===== src/rtl/core/sfr_pkg.sv =====
// shared types and constants for the stream find-and-replace block
package sfr_pkg;

    localparam int BYTE_W          = 8;
    localparam int CFG_W           = 64;
    localparam int LEN_W           = 4;
    localparam int CFG_IDX_W       = 2;
    localparam int DEF_MAX_PATTERN = 8;
    localparam int REPL_MAX        = 8;
    localparam int REPL_IDX_W      = $clog2(REPL_MAX);

    // configuration register indexes
    localparam logic [CFG_IDX_W-1:0] CFG_PATTERN_BYTES = 2'd0;
    localparam logic [CFG_IDX_W-1:0] CFG_PATTERN_LEN   = 2'd1;
    localparam logic [CFG_IDX_W-1:0] CFG_REPLACE_BYTES = 2'd2;
    localparam logic [CFG_IDX_W-1:0] CFG_REPLACE_LEN   = 2'd3;

    typedef enum logic [2:0] {
        ST_IDLE,
        ST_EVAL,
        ST_REPL,
        ST_FLUSH,
        ST_MARK
    } sfr_state_t;

    // window control from the sequencer
    typedef struct packed {
        logic load;
        logic shift;
    } win_ctl_t;

endpackage


===== src/rtl/core/sfr_cell.sv =====
// one window cell: holds a pending byte and compares it with its pattern byte
module sfr_cell (
    input  logic                       aclk,
    input  logic                       load_en,
    input  logic                       shift_en,
    input  logic [sfr_pkg::BYTE_W-1:0] load_byte,
    input  logic [sfr_pkg::BYTE_W-1:0] shift_byte,
    input  logic [sfr_pkg::BYTE_W-1:0] pat_byte,
    input  logic                       used,
    output logic [sfr_pkg::BYTE_W-1:0] cell_byte,
    output logic                       cell_match
);
    import sfr_pkg::*;

    logic [BYTE_W-1:0] byte_reg;
    logic [BYTE_W-1:0] byte_next;

    // load from the input or take the neighbor's byte
    always_comb begin
        byte_next = byte_reg;
        if (load_en) begin
            byte_next = load_byte;
        end else if (shift_en) begin
            byte_next = shift_byte;
        end
    end

    always_ff @(posedge aclk) begin
        byte_reg <= byte_next;
    end

    assign cell_byte  = byte_reg;
    // cells past the pattern length always agree
    assign cell_match = !used || (byte_reg == pat_byte);

endmodule


===== src/rtl/core/sfr_window.sv =====
// row of window cells, oldest byte at cell 0, shifting toward cell 0
module sfr_window #(
    parameter int MAX_PATTERN = sfr_pkg::DEF_MAX_PATTERN,
    parameter int CNT_W       = $clog2(MAX_PATTERN + 1),
    parameter int IDX_W       = (MAX_PATTERN > 1) ? $clog2(MAX_PATTERN) : 1
) (
    input  logic                       aclk,
    input  sfr_pkg::win_ctl_t          ctl,
    input  logic [IDX_W-1:0]           load_idx,
    input  logic [sfr_pkg::BYTE_W-1:0] load_byte,
    input  logic [sfr_pkg::CFG_W-1:0]  pattern,
    input  logic [CNT_W-1:0]           plen,
    output logic [sfr_pkg::BYTE_W-1:0] head_byte,
    output logic                       match
);
    import sfr_pkg::*;

    logic [BYTE_W-1:0]      cell_bytes [MAX_PATTERN];
    logic [MAX_PATTERN-1:0] cell_match;

    genvar k;
    generate
        for (k = 0; k < MAX_PATTERN; k++) begin : g_cell
            logic [BYTE_W-1:0] shift_byte;

            // last cell shifts in filler, never read
            if (k == MAX_PATTERN - 1) begin : g_end
                assign shift_byte = '0;
            end else begin : g_mid
                assign shift_byte = cell_bytes[k+1];
            end

            sfr_cell u_cell (
                .aclk       (aclk),
                .load_en    (ctl.load && (load_idx == IDX_W'(k))),
                .shift_en   (ctl.shift),
                .load_byte  (load_byte),
                .shift_byte (shift_byte),
                .pat_byte   (pattern[k*BYTE_W +: BYTE_W]),
                .used       (CNT_W'(k) < plen),
                .cell_byte  (cell_bytes[k]),
                .cell_match (cell_match[k])
            );
        end
    endgenerate

    assign head_byte = cell_bytes[0];
    assign match     = &cell_match;

endmodule


===== src/rtl/core/stream_find_and_replace.sv =====
// stream find-and-replace top level: config registers, sequencer, output register
//
//  channel  | ports                                   | direction
//  ---------+-----------------------------------------+----------
//  input    | s_valid s_ready s_in_byte s_in_last     | in
//  result   | m_valid m_ready m_out_byte m_out_valid  | out
//           | m_out_last                              |
//  config   | cfg_wr_en cfg_index cfg_wdata           | in
//
// A byte loads into the cell row at its transfer and is evaluated the next cycle;
// a mismatch or pass-through emits there, a match emits nothing. Each replacement
// byte, further flushed byte or end marker then follows as a result of its own.
// The output register frees the sequencer: the next byte is accepted while a
// result still waits. A stalled m_ready holds the sequencer in place.
// Reset is synchronous, active low, and clears config, count and handshakes.
module stream_find_and_replace #(
    parameter int MAX_PATTERN = sfr_pkg::DEF_MAX_PATTERN
) (
    input  logic                          aclk,
    input  logic                          aresetn,
    input  logic                          s_valid,
    output logic                          s_ready,
    input  logic [sfr_pkg::BYTE_W-1:0]    s_in_byte,
    input  logic                          s_in_last,
    output logic                          m_valid,
    input  logic                          m_ready,
    output logic [sfr_pkg::BYTE_W-1:0]    m_out_byte,
    output logic                          m_out_valid,
    output logic                          m_out_last,
    input  logic                          cfg_wr_en,
    input  logic [sfr_pkg::CFG_IDX_W-1:0] cfg_index,
    input  logic [sfr_pkg::CFG_W-1:0]     cfg_wdata
);
    import sfr_pkg::*;

    localparam int CNT_W = $clog2(MAX_PATTERN + 1);
    localparam int IDX_W = (MAX_PATTERN > 1) ? $clog2(MAX_PATTERN) : 1;

    logic [CFG_W-1:0]      pattern_bytes_reg;
    logic [LEN_W-1:0]      pattern_len_reg;
    logic [CFG_W-1:0]      replace_bytes_reg;
    logic [LEN_W-1:0]      replace_len_reg;

    sfr_state_t            state_reg, state_next;
    logic [CNT_W-1:0]      count_reg, count_next;
    logic                  last_item_reg, last_item_next;
    logic [REPL_IDX_W-1:0] rep_idx_reg, rep_idx_next;

    logic                  m_valid_reg, m_valid_next;
    logic [BYTE_W-1:0]     m_byte_reg;
    logic                  m_bvalid_reg;
    logic                  m_last_reg;

    logic                  emit;
    logic [BYTE_W-1:0]     emit_byte;
    logic                  emit_bvalid;
    logic                  emit_last;

    win_ctl_t              win_ctl;
    logic [IDX_W-1:0]      load_idx;
    logic [BYTE_W-1:0]     head_byte;
    logic                  win_match;

    logic [LEN_W-1:0]      plen_wide;
    logic [CNT_W-1:0]      plen;
    logic [LEN_W-1:0]      rlen;
    logic [CNT_W-1:0]      start_cnt;
    logic                  out_free;
    logic                  in_xfer;

    // effective lengths, clamped to the hardware limits
    assign plen_wide = (pattern_len_reg > LEN_W'(MAX_PATTERN)) ? LEN_W'(MAX_PATTERN)
                                                               : pattern_len_reg;
    assign plen      = CNT_W'(plen_wide);
    assign rlen      = (replace_len_reg > LEN_W'(REPL_MAX)) ? LEN_W'(REPL_MAX)
                                                            : replace_len_reg;

    // a full window starts over at cell 0
    assign start_cnt = (count_reg >= plen) ? '0 : count_reg;
    assign load_idx  = start_cnt[IDX_W-1:0];

    assign s_ready   = (state_reg == ST_IDLE);
    assign in_xfer   = s_valid && s_ready;
    assign out_free  = !m_valid_reg || m_ready;

    // configuration registers
    always_ff @(posedge aclk) begin
        if (!aresetn) begin
            pattern_bytes_reg <= '0;
            pattern_len_reg   <= '0;
            replace_bytes_reg <= '0;
            replace_len_reg   <= '0;
        end else if (cfg_wr_en) begin
            case (cfg_index)
                CFG_PATTERN_BYTES: pattern_bytes_reg <= cfg_wdata;
                CFG_PATTERN_LEN:   pattern_len_reg   <= cfg_wdata[LEN_W-1:0];
                CFG_REPLACE_BYTES: replace_bytes_reg <= cfg_wdata;
                CFG_REPLACE_LEN:   replace_len_reg   <= cfg_wdata[LEN_W-1:0];
                default: begin
                end
            endcase
        end
    end

    // sequencer state
    always_ff @(posedge aclk) begin
        if (!aresetn) begin
            state_reg     <= ST_IDLE;
            count_reg     <= '0;
            last_item_reg <= 1'b0;
            rep_idx_reg   <= '0;
        end else begin
            state_reg     <= state_next;
            count_reg     <= count_next;
            last_item_reg <= last_item_next;
            rep_idx_reg   <= rep_idx_next;
        end
    end

    // next state, window control and result generation
    always_comb begin
        state_next     = state_reg;
        count_next     = count_reg;
        last_item_next = last_item_reg;
        rep_idx_next   = rep_idx_reg;
        win_ctl        = '{load: 1'b0, shift: 1'b0};
        emit           = 1'b0;
        emit_byte      = head_byte;
        emit_bvalid    = 1'b1;
        emit_last      = 1'b0;

        case (state_reg)
            ST_IDLE: begin
                if (cfg_wr_en && (cfg_index == CFG_PATTERN_LEN)) begin
                    count_next = '0;
                end
                if (in_xfer) begin
                    win_ctl.load   = 1'b1;
                    count_next     = start_cnt + CNT_W'(1);
                    last_item_next = s_in_last;
                    state_next     = ST_EVAL;
                end
            end

            ST_EVAL: begin
                if (out_free) begin
                    if (plen == '0) begin
                        // pass-through
                        emit       = 1'b1;
                        emit_last  = last_item_reg;
                        count_next = '0;
                        state_next = ST_IDLE;
                    end else if (count_reg == plen && win_match) begin
                        count_next   = '0;
                        rep_idx_next = '0;
                        if (rlen != '0) begin
                            state_next = ST_REPL;
                        end else if (last_item_reg) begin
                            state_next = ST_MARK;
                        end else begin
                            state_next = ST_IDLE;
                        end
                    end else if (count_reg == plen) begin
                        // mismatch: release the oldest byte
                        emit          = 1'b1;
                        emit_last     = last_item_reg && (count_reg == CNT_W'(1));
                        win_ctl.shift = 1'b1;
                        count_next    = count_reg - CNT_W'(1);
                        if (last_item_reg && (count_reg != CNT_W'(1))) begin
                            state_next = ST_FLUSH;
                        end else begin
                            state_next = ST_IDLE;
                        end
                    end else if (last_item_reg) begin
                        state_next = ST_FLUSH;
                    end else begin
                        state_next = ST_IDLE;
                    end
                end
            end

            ST_REPL: begin
                if (out_free) begin
                    emit      = 1'b1;
                    emit_byte = replace_bytes_reg[rep_idx_reg*BYTE_W +: BYTE_W];
                    if ({1'b0, rep_idx_reg} + LEN_W'(1) == rlen) begin
                        emit_last  = last_item_reg;
                        state_next = ST_IDLE;
                    end else begin
                        rep_idx_next = rep_idx_reg + REPL_IDX_W'(1);
                    end
                end
            end

            ST_FLUSH: begin
                if (out_free) begin
                    emit          = 1'b1;
                    emit_last     = (count_reg == CNT_W'(1));
                    win_ctl.shift = 1'b1;
                    count_next    = count_reg - CNT_W'(1);
                    if (count_reg == CNT_W'(1)) begin
                        state_next = ST_IDLE;
                    end
                end
            end

            ST_MARK: begin
                if (out_free) begin
                    emit        = 1'b1;
                    emit_byte   = '0;
                    emit_bvalid = 1'b0;
                    emit_last   = 1'b1;
                    state_next  = ST_IDLE;
                end
            end

            default: begin
                state_next = ST_IDLE;
            end
        endcase
    end

    // pending byte window
    sfr_window #(
        .MAX_PATTERN (MAX_PATTERN),
        .CNT_W       (CNT_W),
        .IDX_W       (IDX_W)
    ) u_window (
        .aclk      (aclk),
        .ctl       (win_ctl),
        .load_idx  (load_idx),
        .load_byte (s_in_byte),
        .pattern   (pattern_bytes_reg),
        .plen      (plen),
        .head_byte (head_byte),
        .match     (win_match)
    );

    // output register
    assign m_valid_next = emit ? 1'b1 : (m_ready ? 1'b0 : m_valid_reg);

    always_ff @(posedge aclk) begin
        if (!aresetn) begin
            m_valid_reg <= 1'b0;
        end else begin
            m_valid_reg <= m_valid_next;
        end
    end

    always_ff @(posedge aclk) begin
        if (emit) begin
            m_byte_reg   <= emit_byte;
            m_bvalid_reg <= emit_bvalid;
            m_last_reg   <= emit_last;
        end
    end

    assign m_valid     = m_valid_reg;
    assign m_out_byte  = m_byte_reg;
    assign m_out_valid = m_bvalid_reg;
    assign m_out_last  = m_last_reg;

    // checks
    a_count_range: assert property (@(posedge aclk) disable iff (!aresetn)
        count_reg <= CNT_W'(MAX_PATTERN))
        else $error("window count above pattern limit");

    a_xfer_to_eval: assert property (@(posedge aclk) disable iff (!aresetn)
        in_xfer |=> (state_reg == ST_EVAL))
        else $error("accepted byte not evaluated next cycle");

    a_flush_nonempty: assert property (@(posedge aclk) disable iff (!aresetn)
        (state_reg == ST_FLUSH) |-> (count_reg != '0))
        else $error("flush with empty window");

    a_marker_last: assert property (@(posedge aclk) disable iff (!aresetn)
        (m_valid && !m_out_valid) |-> m_out_last)
        else $error("empty marker without last flag");

    a_no_emit_overrun: assert property (@(posedge aclk) disable iff (!aresetn)
        emit |-> out_free)
        else $error("result produced while output register is held");

endmodule


===== config.mk =====
export PLATFORM = sky130hd
export DESIGN_NAME = stream_find_and_replace
export DESIGN_NICKNAME = d
export VERILOG_FILES = /design/src/rtl/core/sfr_pkg.sv /design/src/rtl/core/sfr_cell.sv /design/src/rtl/core/sfr_window.sv /design/src/rtl/core/stream_find_and_replace.sv
export SDC_FILE = /design/constraint.sdc
export NUM_CORES = 1
export LEC_CHECK = 0
export BUFFER_PORTS_ARGS = -buffer_cell sky130_fd_sc_hd__clkbuf_2
export CAP_MARGIN = 10
export CORE_MARGIN = 5
export CORE_UTILIZATION = 50
export CTS_BUF_LIST = sky130_fd_sc_hd__clkbuf_8 sky130_fd_sc_hd__clkbuf_16
export CTS_CLUSTER_SIZE = 25
export DETAILED_ROUTE_END_ITERATION = 8
export PLACE_DENSITY = 0.7
export SYNTH_ARGS = -nofsm -noshare
export SYNTH_HDL_FRONTEND = slang
export SYNTH_SLANG_ARGS = --single-unit

===== constraint.sdc =====
create_clock -name aclk -period 3 [get_ports aclk]
set_clock_uncertainty 0.15 [all_clocks]
set_input_delay 0.45 -clock aclk [delete_from_list [all_inputs] [get_ports aclk]]
set_output_delay 0.45 -clock aclk [all_outputs]
set_load 0.01 [all_outputs]

==> results_dict.tcl <==
set metrics [dict create \
    drc 0 \
    final.setup.tns_ps 0 \
    clock_power_share_pct 40.7 \
    first_pass_iters 6 \
    drt_wl_total_mm 26.7 \
    grt_pass1_wl_mm 41.7 \
    layout.cells.non_filler 1441 \
    drt_first_iter_violations 590 \
    syn_avg_cell_area_um2 9.77 \
    worst_slack_ps 94.5 \
    total_leakage_power_nw 4.48 \
    post-route-util_pct 59.5 \
    cts-htree-levels 1 \
    core-area_mm2 0.0203 \
    hpwl_mm 19.2 \
    cp_max_fo 9 \
    synth_nets 1150 \
    grt_use_total_pct 21.9 \
    antenna_found_initial 0 \
    filler_cell_count 1762 \
    synth-edff-count 74 \
    post-place-ws_ps -0.263 \
    critPathKind "reg -> reg" \
    worstPathRequired_ps 3120 \
    ys_warn_count 0 \
    fp-row-count 52 \
    vias 8024 \
    rsz0062_at_grt "false" \
    drive_gt1_share_pct 22.5 \
    finalInstanceArea_mm2 0.0121 \
    synth_area_leaders "dfxtp_1, edfxtp_1, nand2_1" \
    io_pins 92 \
    p_int_mw 5.39 \
    ant_nets 0 \
    die_w_um 154 \
    clk_pin_slew_ps 60 \
    die_h_um 154 \
    die-area_mm2 0.0236 \
    synth_top_cells_by_count "nand2_1, dfxtp_1, a21oi_1" \
    dpl-instance-area_mm2 0.0112 \
    cts_buffer_depth 3 \
    fin_crit_sh_pct 96.9 \
    ir_worst_vdd_mv 0.438 \
    numCtsBuffers 25 \
    grt_max_degree 65 \
    power_frac_comb_pct 12.0 \
    initial_core_util_pct 50.9 \
    syn_area_mm2 0.0103 \
    hold_ws_ps 11.9 \
    status "completed" \
    cts_tree "done" \
    min_period_ps 2910 \
    synth_top_cell_area_share_pct 28.7 \
    ys_seq_elements 222 \
    synth_cells 1057 \
    end_kind "register" \
    overflow 0 \
    p_sw_mw 1.78 \
    tightest_slew_ps 725 \
    clk_latency_ps 520 \
    setup_violations 0 \
    area_growth_pct 16.9 \
    multi_input_area_mm2 0.00486 \
    port_buffers 91 \
    max_cap_violations 0 \
    p_sw_share_pct 24.8 \
    drv_slew 0 \
    seqCellArea_mm2 0.00518 \
    start_kind "register" \
    p_per_area_mw_per_mm2 594 \
    synthMostInstantiatedCell "nand2_1" \
    fin_nets 1246 \
    placedCellCount 1395 \
    clkSinkCount 222 \
    hold_class "in -> reg" \
    ys.flop_type "dfxtp_1" \
    seqPwrFrac_pct 47.3 \
    cp.arrival_ps 3020 \
    antenna_cells 0 \
    wire_per_inst_um 18.5 \
    gp_congestion 0.881 \
    synth_cell_type_count 63 \
    drt-vias-per-instance 5.57 \
    clock.fmax_ghz 0.344 \
    max_slew_margin_pct 51.6 \
    hold_viol 0 \
    root_buffer "clkbuf_16" \
    power.total_mw 7.17 \
    ys_seq_area_share_pct 50.2 \
    synth_async_sr_flop_share_pct 0 \
    grt_pass1_vias 7622 \
    yosysTopAreaCell "dfxtp_1" \
]
==> timing repair <==
action / in CTS / in global routing
pin swaps: 0 / 1
endpoints found under the setup margin: 24 / 113
setup buffers: 0 / 1
gates resized for setup: 2 / 7
hold buffers: 0 / 0
==> cell families after synthesis <==
kind of cell / Yosys count / synth area share [%]
simple gates: 395 / 16.6
flops: 222 / 50.2
compound gates: 193 / 10.6
mux: 90 / 12.2
buf+inv: 78 / 3.14
xor+xnor: 66 / 5.60
fa+ha+maj: 13 / 1.58
==> cells in the final DEF (no fill, tap or decap), types with 5 or more instances in the layout <==
| master | netlist | layout |
|---|---|---|
| mux4_2 | 16 | 16 |
| and3_1 | 13 | 11 |
| edfxtp_1 | 74 | 74 |
| dfxtp_1 | 148 | 148 |
| mux2i_1 | 17 | 17 |
| nand4_1 | 17 | 17 |
| nor2b_1 | 5 | 5 |
| o21ai_0 | 12 | 12 |
| nand2_1 | 289 | 288 |
| buf_4 | 1 | 38 |
| mux2_2 | 32 | 32 |
| mux2_4 | 24 | 24 |
| buf_12 | 0 | 5 |
| clkbuf_2 | 0 | 91 |
| nor2_1 | 24 | 23 |
| clkbuf_8 | 0 | 5 |
| ha_1 | 13 | 13 |
| xnor2_1 | 66 | 66 |
| nor3_1 | 5 | 5 |
| nand3_1 | 10 | 10 |
| a31oi_1 | 5 | 5 |
| a21oi_1 | 139 | 139 |
| inv_1 | 12 | 20 |
| clkbuf_16 | 0 | 25 |
| nand2b_1 | 9 | 9 |
==> path summary, 6_finish.rpt <==
path / depth (start not counted) / to / slack, ps / startpoint
max: 13 / u_window.g_cell[2].u_cell.cell_byte[6]$_DFFE_PP_ / 90 / pattern_len_reg[3]$_SDFFE_PN0P_
min: 3 / last_item_reg$_SDFFE_PN0P_ / 10 / s_in_last
max reg2reg: 13 / u_window.g_cell[2].u_cell.cell_byte[6]$_DFFE_PP_ / 90 / pattern_len_reg[3]$_SDFFE_PN0P_
min reg2reg: 2 / replace_bytes_reg[52]$_SDFFE_PN0P_ / 300 / replace_bytes_reg[52]$_SDFFE_PN0P_
==> layout make-up <==
class	count	area share, %
Sequential cell	222	42.9
Multi-Input combinational cell	757	40.3
Timing Repair Buffer	134	6.96
Clock buffer	30	5.75
Tap cell	270	2.80
Clock inverter	15	0.850
Inverter	13	0.425
==> metal layers <==
layer / GRT usage [%] / vias to the layer above / part of all wire [%]
li1: - / 3876 / -
met1: 30.7 / 3847 / 44
met2: 36.0 / 252 / 48
met3: 2.75 / 49 / 5.6
met4: 6.18 / 0 / 2.7
met5: 0 / - / 0
==> critical path: stages (launching register included) <==
cell and delay [ps]:
dfxtp_1 310, inv_1 80, nand2_1 70, ha_1 280, nor2b_1 140, o21ai_1 120
nand2b_1 90, a211oi_2 290, nand2_1 120, buf_4 150, ha_1 220, and3_1 180
buf_12 150, mux2_4 300
==> power groups by stage <==
| stage | Combinational, mW | Sequential, mW | Clock, mW |
|---|---|---|---|
| 2_1_floorplan | 0.526 | 3.43 | 0 |
| 3_3_place_gp | 0.828 | 3.45 | 0 |
| 3_5_place_dp | 0.841 | 3.46 | 0 |
| 4_1_cts | 0.847 | 3.39 | 2.97 |
| 5_1_grt | 0.937 | 3.40 | 3.09 |
| 6_report | 0.860 | 3.39 | 2.92 |
(Power assumes the default switching activity.)
